[src/rtl/tfab_pkg.sv]
`timescale 1ns / 1ps

package tfab_pkg;

	localparam int TAG_W = 32;
	localparam int BURST_W = 8;
	localparam int APB_ADDR_W = 3;
	localparam int APB_DATA_W = 32;

	localparam logic [BURST_W-1:0] BURST_RESET = 8'd3;

	localparam logic [1:0] OP_ENQ_NORMAL = 2'd0;
	localparam logic [1:0] OP_ENQ_PRIO = 2'd1;
	localparam logic [1:0] OP_SERVE = 2'd2;

	localparam logic [1:0] STAT_PRIO = 2'd0;
	localparam logic [1:0] STAT_NORMAL = 2'd1;
	localparam logic [1:0] STAT_WAIT = 2'd2;
	localparam logic [1:0] STAT_FULL = 2'd3;

	localparam logic [0:0] REG_BURST_LIMIT = 1'b0;

	typedef struct packed {
		logic [1:0] opcode;
		logic [TAG_W-1:0] item_tag;
	} in_item_t;

	typedef struct packed {
		logic [1:0] status;
		logic [TAG_W-1:0] served_tag;
	} out_item_t;

	typedef struct packed {
		logic wr;
		logic [BURST_W-1:0] limit;
	} cfg_t;

endpackage

[src/rtl/tfab_tag_ram.sv]
`timescale 1ns / 1ps

module tfab_tag_ram #(
	parameter int DEPTH = 16,
	parameter int WIDTH = 32
) (
	input  logic                     clk,
	input  logic                     we,
	input  logic [$clog2(DEPTH)-1:0] waddr,
	input  logic [WIDTH-1:0]         wdata,
	input  logic                     re,
	input  logic [$clog2(DEPTH)-1:0] raddr,
	output logic [WIDTH-1:0]         rdata
);

	logic [WIDTH-1:0] mem [DEPTH];

	always_ff @(posedge clk) begin
		if (we) begin
			mem[waddr] <= wdata;
		end
	end

	always_ff @(posedge clk) begin
		if (re) begin
			rdata <= mem[raddr];
		end
	end

endmodule

[src/rtl/tfab_apb_regs.sv]
`timescale 1ns / 1ps

module tfab_apb_regs (
	input  logic                               clk,
	input  logic                               arst_n,
	input  logic                               psel,
	input  logic                               penable,
	input  logic                               pwrite,
	input  logic [tfab_pkg::APB_ADDR_W-1:0]    paddr,
	input  logic [tfab_pkg::APB_DATA_W-1:0]    pwdata,
	output logic [tfab_pkg::APB_DATA_W-1:0]    prdata,
	output logic                               pready,
	output tfab_pkg::cfg_t                     cfg
);

	logic [tfab_pkg::BURST_W-1:0] burst_limit_q;
	logic hit;
	logic wr;

	assign hit = (paddr[2] == tfab_pkg::REG_BURST_LIMIT);
	assign wr = psel && penable && pwrite && hit;

	always_ff @(posedge clk or negedge arst_n) begin
		if (!arst_n) begin
			burst_limit_q <= tfab_pkg::BURST_RESET;
		end else if (wr) begin
			burst_limit_q <= pwdata[tfab_pkg::BURST_W-1:0];
		end
	end

	always_comb begin
		prdata = '0;
		if (hit) begin
			prdata[tfab_pkg::BURST_W-1:0] = burst_limit_q;
		end
	end

	assign pready = 1'b1;
	assign cfg.wr = wr;
	assign cfg.limit = wr ? pwdata[tfab_pkg::BURST_W-1:0] : burst_limit_q;

endmodule

[src/rtl/two_class_fifo_burst_arbiter_core.sv]
`timescale 1ns / 1ps

// The core takes one transaction in every clock cycle and never raises busy. An enqueue
// that fits produces no result; a serve or an enqueue to a full queue produces exactly one
// result, with done high in the cycle after the transaction, because a served tag comes
// out of a tag memory with a registered read. Results cannot be held off, so the receiver must
// take done whenever it appears.

module two_class_fifo_burst_arbiter_core #(
	parameter int QUEUE_DEPTH = 16
) (
	input  logic                               clk,
	input  logic                               arst_n,
	input  logic                               start,
	input  tfab_pkg::in_item_t                 item,
	output logic                               busy,
	output logic                               done,
	output tfab_pkg::out_item_t                result,
	input  logic                               psel,
	input  logic                               penable,
	input  logic                               pwrite,
	input  logic [tfab_pkg::APB_ADDR_W-1:0]    paddr,
	input  logic [tfab_pkg::APB_DATA_W-1:0]    pwdata,
	output logic [tfab_pkg::APB_DATA_W-1:0]    prdata,
	output logic                               pready
);

	localparam int PTR_W = (QUEUE_DEPTH > 1) ? $clog2(QUEUE_DEPTH) : 1;
	localparam int CNT_W = $clog2(QUEUE_DEPTH + 1);
	localparam logic [PTR_W-1:0] PTR_LAST = PTR_W'(QUEUE_DEPTH - 1);
	localparam logic [CNT_W-1:0] CNT_FULL = CNT_W'(QUEUE_DEPTH);

	tfab_pkg::cfg_t cfg;

	logic [PTR_W-1:0] p_head_q, p_tail_q, n_head_q, n_tail_q;
	logic [CNT_W-1:0] p_cnt_q, n_cnt_q;
	logic [tfab_pkg::BURST_W-1:0] burst_left_q;
	logic done_q;
	logic [1:0] status_q;
	logic [tfab_pkg::TAG_W-1:0] p_rdata, n_rdata;

	logic accept;
	logic enq_p, enq_n, serve;
	logic p_full, n_full, p_ne, n_ne;
	logic take_p, take_n;
	logic push_p, push_n;

	function automatic logic [PTR_W-1:0] ptr_next(input logic [PTR_W-1:0] p);
		return (p == PTR_LAST) ? '0 : p + PTR_W'(1);
	endfunction

	tfab_apb_regs u_regs (
		.clk     (clk),
		.arst_n  (arst_n),
		.psel    (psel),
		.penable (penable),
		.pwrite  (pwrite),
		.paddr   (paddr),
		.pwdata  (pwdata),
		.prdata  (prdata),
		.pready  (pready),
		.cfg     (cfg)
	);

	assign busy = 1'b0;
	assign accept = start && !busy;
	assign enq_n = accept && (item.opcode == tfab_pkg::OP_ENQ_NORMAL);
	assign enq_p = accept && (item.opcode == tfab_pkg::OP_ENQ_PRIO);
	assign serve = accept && (item.opcode == tfab_pkg::OP_SERVE);

	assign p_full = (p_cnt_q == CNT_FULL);
	assign n_full = (n_cnt_q == CNT_FULL);
	assign p_ne = (p_cnt_q != '0);
	assign n_ne = (n_cnt_q != '0);

	always_comb begin
		take_p = 1'b0;
		take_n = 1'b0;
		if (serve) begin
			if (burst_left_q != '0) begin
				take_p = p_ne;
				take_n = !p_ne && n_ne;
			end else begin
				take_n = n_ne;
				take_p = !n_ne && p_ne;
			end
		end
	end

	assign push_p = enq_p && !p_full;
	assign push_n = enq_n && !n_full;

	tfab_tag_ram #(.DEPTH(QUEUE_DEPTH), .WIDTH(tfab_pkg::TAG_W)) u_prio_ram (
		.clk   (clk),
		.we    (push_p),
		.waddr (p_tail_q),
		.wdata (item.item_tag),
		.re    (take_p),
		.raddr (p_head_q),
		.rdata (p_rdata)
	);

	tfab_tag_ram #(.DEPTH(QUEUE_DEPTH), .WIDTH(tfab_pkg::TAG_W)) u_norm_ram (
		.clk   (clk),
		.we    (push_n),
		.waddr (n_tail_q),
		.wdata (item.item_tag),
		.re    (take_n),
		.raddr (n_head_q),
		.rdata (n_rdata)
	);

	always_ff @(posedge clk or negedge arst_n) begin
		if (!arst_n) begin
			p_head_q <= '0;
			p_tail_q <= '0;
			p_cnt_q <= '0;
			n_head_q <= '0;
			n_tail_q <= '0;
			n_cnt_q <= '0;
			burst_left_q <= tfab_pkg::BURST_RESET;
			done_q <= 1'b0;
			status_q <= tfab_pkg::STAT_WAIT;
		end else begin
			done_q <= (enq_p && p_full) || (enq_n && n_full) || serve;
			if (push_p) begin
				p_tail_q <= ptr_next(p_tail_q);
				p_cnt_q <= p_cnt_q + CNT_W'(1);
			end
			if (push_n) begin
				n_tail_q <= ptr_next(n_tail_q);
				n_cnt_q <= n_cnt_q + CNT_W'(1);
			end
			if (take_p) begin
				p_head_q <= ptr_next(p_head_q);
				p_cnt_q <= p_cnt_q - CNT_W'(1);
			end
			if (take_n) begin
				n_head_q <= ptr_next(n_head_q);
				n_cnt_q <= n_cnt_q - CNT_W'(1);
			end
			if (cfg.wr || take_n) begin
				burst_left_q <= cfg.limit;
			end else if (take_p && burst_left_q != '0) begin
				burst_left_q <= burst_left_q - tfab_pkg::BURST_W'(1);
			end
			if (take_p) begin
				status_q <= tfab_pkg::STAT_PRIO;
			end else if (take_n) begin
				status_q <= tfab_pkg::STAT_NORMAL;
			end else if (serve) begin
				status_q <= tfab_pkg::STAT_WAIT;
			end else begin
				status_q <= tfab_pkg::STAT_FULL;
			end
		end
	end

	always_comb begin
		result.status = status_q;
		case (status_q)
			tfab_pkg::STAT_PRIO: result.served_tag = p_rdata;
			tfab_pkg::STAT_NORMAL: result.served_tag = n_rdata;
			default: result.served_tag = '0;
		endcase
	end

	assign done = done_q;

	a_cnt_bound: assert property (@(posedge clk) disable iff (!arst_n)
		(p_cnt_q <= CNT_FULL) && (n_cnt_q <= CNT_FULL))
		else $error("Queue occupancy exceeds the depth.");

	a_done_follows: assert property (@(posedge clk) disable iff (!arst_n)
		done |-> $past(accept))
		else $error("Result strobe without a transaction one cycle earlier.");

	a_quiet_enqueue: assert property (@(posedge clk) disable iff (!arst_n)
		(push_p || push_n) |=> !done)
		else $error("An accepted enqueue produced a result.");

	a_burst_bound: assert property (@(posedge clk) disable iff (!arst_n)
		!cfg.wr |-> (burst_left_q <= cfg.limit))
		else $error("Burst counter is above the burst limit.");

endmodule

[config.mk]
export PLATFORM = sky130hd
export DESIGN_NAME = two_class_fifo_burst_arbiter_core
export DESIGN_NICKNAME = d
export VERILOG_FILES = /design/src/rtl/tfab_pkg.sv /design/src/rtl/tfab_tag_ram.sv /design/src/rtl/tfab_apb_regs.sv /design/src/rtl/two_class_fifo_burst_arbiter_core.sv
export SDC_FILE = /design/constraint.sdc
export NUM_CORES = 1
export LEC_CHECK = 0
export ABC_AREA = 1
export BUFFER_PORTS_ARGS = -buffer_cell sky130_fd_sc_hd__buf_4
export CAP_MARGIN = 20
export CORE_MARGIN = 8
export CORE_UTILIZATION = 65
export DETAILED_ROUTE_END_ITERATION = 7
export PLACE_DENSITY_LB_ADDON = 0.05
export SLEW_MARGIN = 20
export SYNTH_ARGS = -nofsm -noshare
export SYNTH_HDL_FRONTEND = slang
export SYNTH_SLANG_ARGS = --single-unit
export TNS_END_PERCENT = 50
[constraint.sdc]
create_clock -name clk -period 5.7 [get_ports clk]
set_input_delay 0.57 -clock clk [delete_from_list [all_inputs] [get_ports clk]]
set_output_delay 0.57 -clock clk [all_outputs]
set_load 0.1 [all_outputs]
==> impl_results.md, run 1 <==
* Sink Count at 1133
* Worst Path Max Fanout at 34
* Placeable core area at 68600 um2
* Layout cells sized above 1 at 0.110
* Crit. End Element: output port
* RePlAce Congestion at between 0.8 and 0.9
* CTS tree: done
* Final Non-Filler Cells at approximately 4300
* Final Power at 0.0226 W
* First-pass GRT wire length at approximately 170000 um
* # port buffers at 91
* Critical path class: reg -> out
* Cts bufs inserted at 109
* 1st-iter DRT viols at around 3500
* #FFs+latches synth at 1133
* Dominant cells by area after synthesis: edfxtp_1, nor2_1, o21ai_0
* Post-synth top area cell: edfxtp_1
* Die ar. at 77800 um2
* Slowest CP cell: o21ai_0
* Pre-Repair DR Iteration Count at 8
* # nets final at 3377
* Final global-route overflow total at 0
* Via-to-Cell Ratio at 6.41
* Reg clk slew, reported paths at 0.06 ns
* Slew margin rel. at 0.238
* CP startpoint kind: flop
* Die height at approximately 280 um
* Total number of vias at 27594
* Final Critical Period at 3.97 ns
* Setup TNS at 0 ns
* Fmax at 0.252 GHz
* Mapped cell area at 45000 um2
* CP arrival at 3.40 ns
* Static leakage at 16.7 nW
* FF+latch area at 33800 um2
* PwrDens at 451 nW/um2
* Synth warn at 0
* Most common cell in the netlist: edfxtp_1
* Placed wire-length estimate at 62400 um
* Max Slew Vio Count at 0
* Drt wl/cell at 26.0 um
* Die width at 279 um
* CP dominant cell by count: buf_4
* Worst Skew at 0.0268 ns
* Status: finished clean
* Post-Syn Instances at 3224
* Rows at 96
* Multi-input logic area at approximately 10000 um2
* Worst Max-Slew Pin Slew at 1.14 ns
* CP Cell Sequence: buf_4, or2_2, o21ai_0, buf_4
* Routed Antenna Nets at 0
* Fillers at 4350
* Setup violators final at 0
* Syn_area_per_cell at about 14 um2
* Drt drc at 0
* Largest net degree at the start of global routing at just over 200
* Vias in the first global route at 26750
* CP peak stage delay at 0.96 ns
* Initial antenna violation count at 1
* Gr usage total at 0.284
* Top cells by count, synth: edfxtp_1, nor2_1, o21ai_0
* Synth-to-layout area growth at 11.6%
* Most common flop cell mapped by yosys: edfxtp_1
* Boundary Pins at 144
* Async SR Flop Fraction at 0.0397
* Synth top area share at 0.727
* Post-cts repair resize count at 0
* Critical Path RT at 5.13 ns
* Seq/Total Area, Yosys at 0.752
* Final wirelength at 112000 um
* Final worst-path cycle share at 0.697
* Max Cap Viol at 0
* Final hold vios at 0
* Post-synth EDFFs at between 1000 and 1500
* # diodes at 0
* Clock Tree Root: clkbuf_16
* Worst-case clock buffer depth at 3
* Peak supply drop at between 0.5 and 0.6 mV
* Placed instance count at 4101
* Clock latency on the worst-skew pair at 0.68 ns
* Synth unique cells at 41
* Hold Path Class: in -> reg
* H-Tree Depth at 3
* Initial Utilization at 0.655
* RSZ-0062 raised after global routing: false
-- cell usage in the layout, fill, tap and decap left out, drive strengths merged, types with 97 or more instances in the layout --
master  synthesis  layout
nor2          642     642
mux2i          97      97
o32ai         159     159
edfxtp       1088    1088
buf           112     153
o221ai         99      99
clkbuf        116     132
o21ai         311     311
nand2         215     215
nand3         156     156
-- worst max-delay path: cells and delay by family (launching register included) --
kind                   cells  cell delay, ns
flip-flops                 1            0.36
buffers and inverters      2            0.72
AO/OA/AOI/OAI              1            0.96
AND/OR/NAND/NOR            1            0.67
-- metal layers --
metal / wire [um] / GRT usage
met2: 54600 / 0.468
met1: 43400 / 0.389
met5: 13 / 0
met3: 9990 / 0.0421
met4: 3840 / 0.100
-- layout make-up --
type / instances / share of cell area
sequential: 1133 / 0.674
multi-input combinational: 1795 / 0.199
clock buffer: 132 / 0.0565
timing repair buffer: 154 / 0.0284
tap: 931 / 0.0232
clock inverter: 71 / 0.0122
inverter: 92 / 0.00713
-- report_power, final --
| group | internal, W | total [W] | switching [W] |
|---|---|---|---|
| Sequential | 0.00962 | 0.0101 | 0.000508 |
| Clock | 0.00395 | 0.00697 | 0.00302 |
| Combinational | 0.00171 | 0.00551 | 0.00380 |
| Total | 0.0153 | 0.0226 | 0.00733 |
-- flip-flops by register name (all words and copies together) (netlist names) --
| register | count |
|---|---|
| u_regs.burst_limit_q | 8 |
| done | 1 |
| p_cnt_q | 5 |
| u_prio_ram.rdata | 32 |
| p_tail_q | 4 |
| n_cnt_q | 5 |
| u_norm_ram.rdata | 32 |
| n_tail_q | 4 |
| u_prio_ram.mem | 512 |
| status_q | 2 |
| u_norm_ram.mem | 512 |
| p_head_q | 4 |
| n_head_q | 4 |
| burst_left_q | 8 |
-- repair_timing --
| item | 4_1_cts | 5_1_grt |
|---|---|---|
| endpoints found under the hold margin | 40 | 0 |
| hold buffers | 1 | 0 |
| setup buffers | 0 | 0 |
-- through the flow --
step	worst slack, ns	utilization	cell area (um2)	hold slack, ns
CTS	1.86	0.731	50100	0.147
finish	1.73	0.732	50200	0.170
detailed placement	2.10	0.680	46700	0.505
global route	1.69	0.732	50200	0.160
floorplan	1.53	-	45000	0.274
global placement	2.10	0.677	46400	0.495
-- final timing paths --
kind | start | to | slack, ns | cells after the start
worst max-delay path | status_q[0] | result[14] | 1.73 | 4
worst min register to register | p_cnt_q[4] | p_cnt_q[4] | 0.52 | 2
worst max register to register | p_cnt_q[2] | u_prio_ram.mem[2][21] | 2.36 | 9
worst min-delay path | pwdata[2] | u_regs.burst_limit_q[2] | 0.17 | 3
max in group asynchronous | arst_n | n_head_q[1] | 4.69 | 2
min in group asynchronous | arst_n | p_tail_q[0] | 0.46 | 2
-- kinds of logic after synthesis --
group / count (synthesis) / synth area share
AO/OA/AOI/OAI: 619 / 0.0927
XOR/XNOR: 14 / 0.00273
adder cells (fa/ha/maj): 17 / 0.00490
buffers and inverters: 320 / 0.0340
flip-flops: 1133 / 0.752
multiplexers: 97 / 0.0216
other: 2 / 0.000167
AND/OR/NAND/NOR: 1022 / 0.0919
Note: power is estimated with default switching activity, not from simulation.
==> run 2, diff against run 1 <==
- CORE_UTILIZATION: 65 -> 56
- clock period: 5.7 -> 3.52 ns (I/O delays scaled with it)
==> run 2 against run 1 <==
  * Largest cell class unchanged
  * Sequential share of layout area shrank 0.87 points
  * Die area up 15%
  * First-iteration DRC count fell by 30%
  * Final area grew 1.3%
  * Register-to-register slack got worse by 1.4 ns
  * Clock-buffer cell count grew 16
  * Utilization down 9.6 points
  * Non-clock buffer count increased by 31
  * Global-route usage is 4.1 points lower
==> impl_results.md, run 2 (synthesized netlist as in run 1, its figures left out) <==
* Status: finished clean
* Cts bufs inserted at between 100 and 150
* 1st-iter DRT viols at approximately 2500
* Boundary Pins at 144
* Critical Path RT at between 3 and 4 ns
* Total number of vias at 27025
* Pre-Repair DR Iteration Count at 5
* Commonest cells after routing, fill and taps aside: edfxtp_1, nor2_1, o21ai_0
* Final WS setup at approximately 0.27 ns
* Die height at 299 um
* Vias in the first global route at 26558
* Final wirelength at roughly 110000 um
* Reg2reg setup slack at 0.96 ns
* Synth-to-layout area growth at 13.1%
* PwrDens at 735 nW/um2
* # port buffers at about 90
* Placeable core area at 80000 um2
* Gr usage total at 0.243
* Placed instance count at 4254
* Max Slew Vio Count at 0
* Initial Utilization at 0.562
* Fmax at 0.307 GHz
* Total setup buffers inserted after CTS at 0
* Routed Antenna Nets at 0
* Largest regs: u_norm_ram.mem: 512 flops, u_prio_ram.mem: 512 flops
* Worst slack at placement at between 0.8 and 0.9 ns
* Slew margin rel. at 0.306
* RSZ-0062 raised after global routing: false
* Layout cells sized above 1 at 0.118
* Final Critical Period at 3.25 ns
* CP arrival at 2.90 ns
* Hold Path Class: in -> reg
* CTS tree: done
* Slowest CP cell: o21ai_0
* CP Cell Sequence: or2_2, o21ai_0, buf_4
* CP peak stage delay at 0.80 ns
* Clock Tree Root: clkbuf_16
* Leading cell type in the layout, fill and taps excluded: edfxtp_1
* Setup violators final at 0
* # diodes at 0
* Drt wl/cell at 24.8 um
* RePlAce Congestion at 0.808
* Worst Skew at 0.0284 ns
* First-pass GRT wire length at around 170000 um
* Rows at 104
* Worst Path Max Fanout at 32
* Worst-case clock buffer depth at 3
* Static leakage at 16.9 nW
* Final hold vios at 0
* Die width at 299 um
* H-Tree Depth at 3
* Critical path class: reg -> out
* Sink Count at approximately 1100
* Final global-route overflow total at 0
* Clock latency on the worst-skew pair at 0.67 ns
* CP startpoint kind: flop
* # nets final at 3412
* Max Cap Viol at 0
* Placed wire-length estimate at 64100 um
* Largest net degree at the start of global routing at 88
* Final worst-path cycle share at 0.924
* Crit. End Element: output port
* Drt drc at 0
* Via-to-Cell Ratio at 6.05
* Final Power at 0.0374 W
* Final Non-Filler Cells at 4470
* Worst Max-Slew Pin Slew at 1.04 ns
* Initial antenna violation count at 3
* Peak supply drop at about 0.55 mV
* Reg clk slew, reported paths at about 0.060 ns
* Die ar. at 89600 um2
## run 2: area by class of cell
type	count	area, um2
timing repair buffer	185	1770
sequential	1133	33800
clock inverter	57	532
clock buffer	148	3070
inverter	92	358
fill	5832	29200
multi-input combinational	1795	9960
tap	1060	1330
## run 2: timing repair
action | CTS | global route
hold endpoints to repair | 50 | 0
resized for setup | 0 | 0
hold buffers | 11 | 0
## run 2: per-stage QoR
stage                      util  setup TNS [ns]  hold slack, ns  cell area, um2
after floorplan               -          -13.48          0.0564           45000
after global placement    0.589               0           0.428           47100
after detailed placement  0.589               0           0.443           47100
after CTS                 0.635               0          0.0428           50800
after global routing      0.635               0          0.0727           50800
final                     0.635               0          0.0774           50800
## run 2: worst max-delay path: cells and delay by family (launching register included)
family          cells  cell delay [ns]
compound gates      1             0.80
simple gates        1             0.63
buf+inv             1             0.42
flops               1             0.37
## run 2: final timing paths
path | from | endpoint | depth (start not counted)
setup / recovery | status_q[0] | result[29] | 3
hold / removal | start | status_q[0] | 4
setup reg to reg | n_head_q[0] | u_norm_ram.rdata[13] | 5
hold reg to reg | p_cnt_q[4] | p_cnt_q[4] | 2
max in group asynchronous | arst_n | p_head_q[0] | 2
min in group asynchronous | arst_n | n_cnt_q[1] | 2
## run 2: layer usage
layer	global-route usage	share of wire	wire, um	vias to the layer above
met4	0.102	0.042	4610	6
met1	0.329	0.41	45900	13655
li1	-	-	-	12217
met3	0.0370	0.062	6850	223
met2	0.394	0.48	53500	924
met5	0	0.00032	35	-
## run 2: where the power goes
part | switching [W] | leakage [nW] | total [W] | internal, W
clock | 0.00486 | 1.77 | 0.0117 | 0.00684
combinational | 0.00652 | 4.81 | 0.00949 | 0.00297
sequential | 0.000602 | 10.3 | 0.0162 | 0.0156
total | 0.0120 | 16.9 | 0.0374 | 0.0254
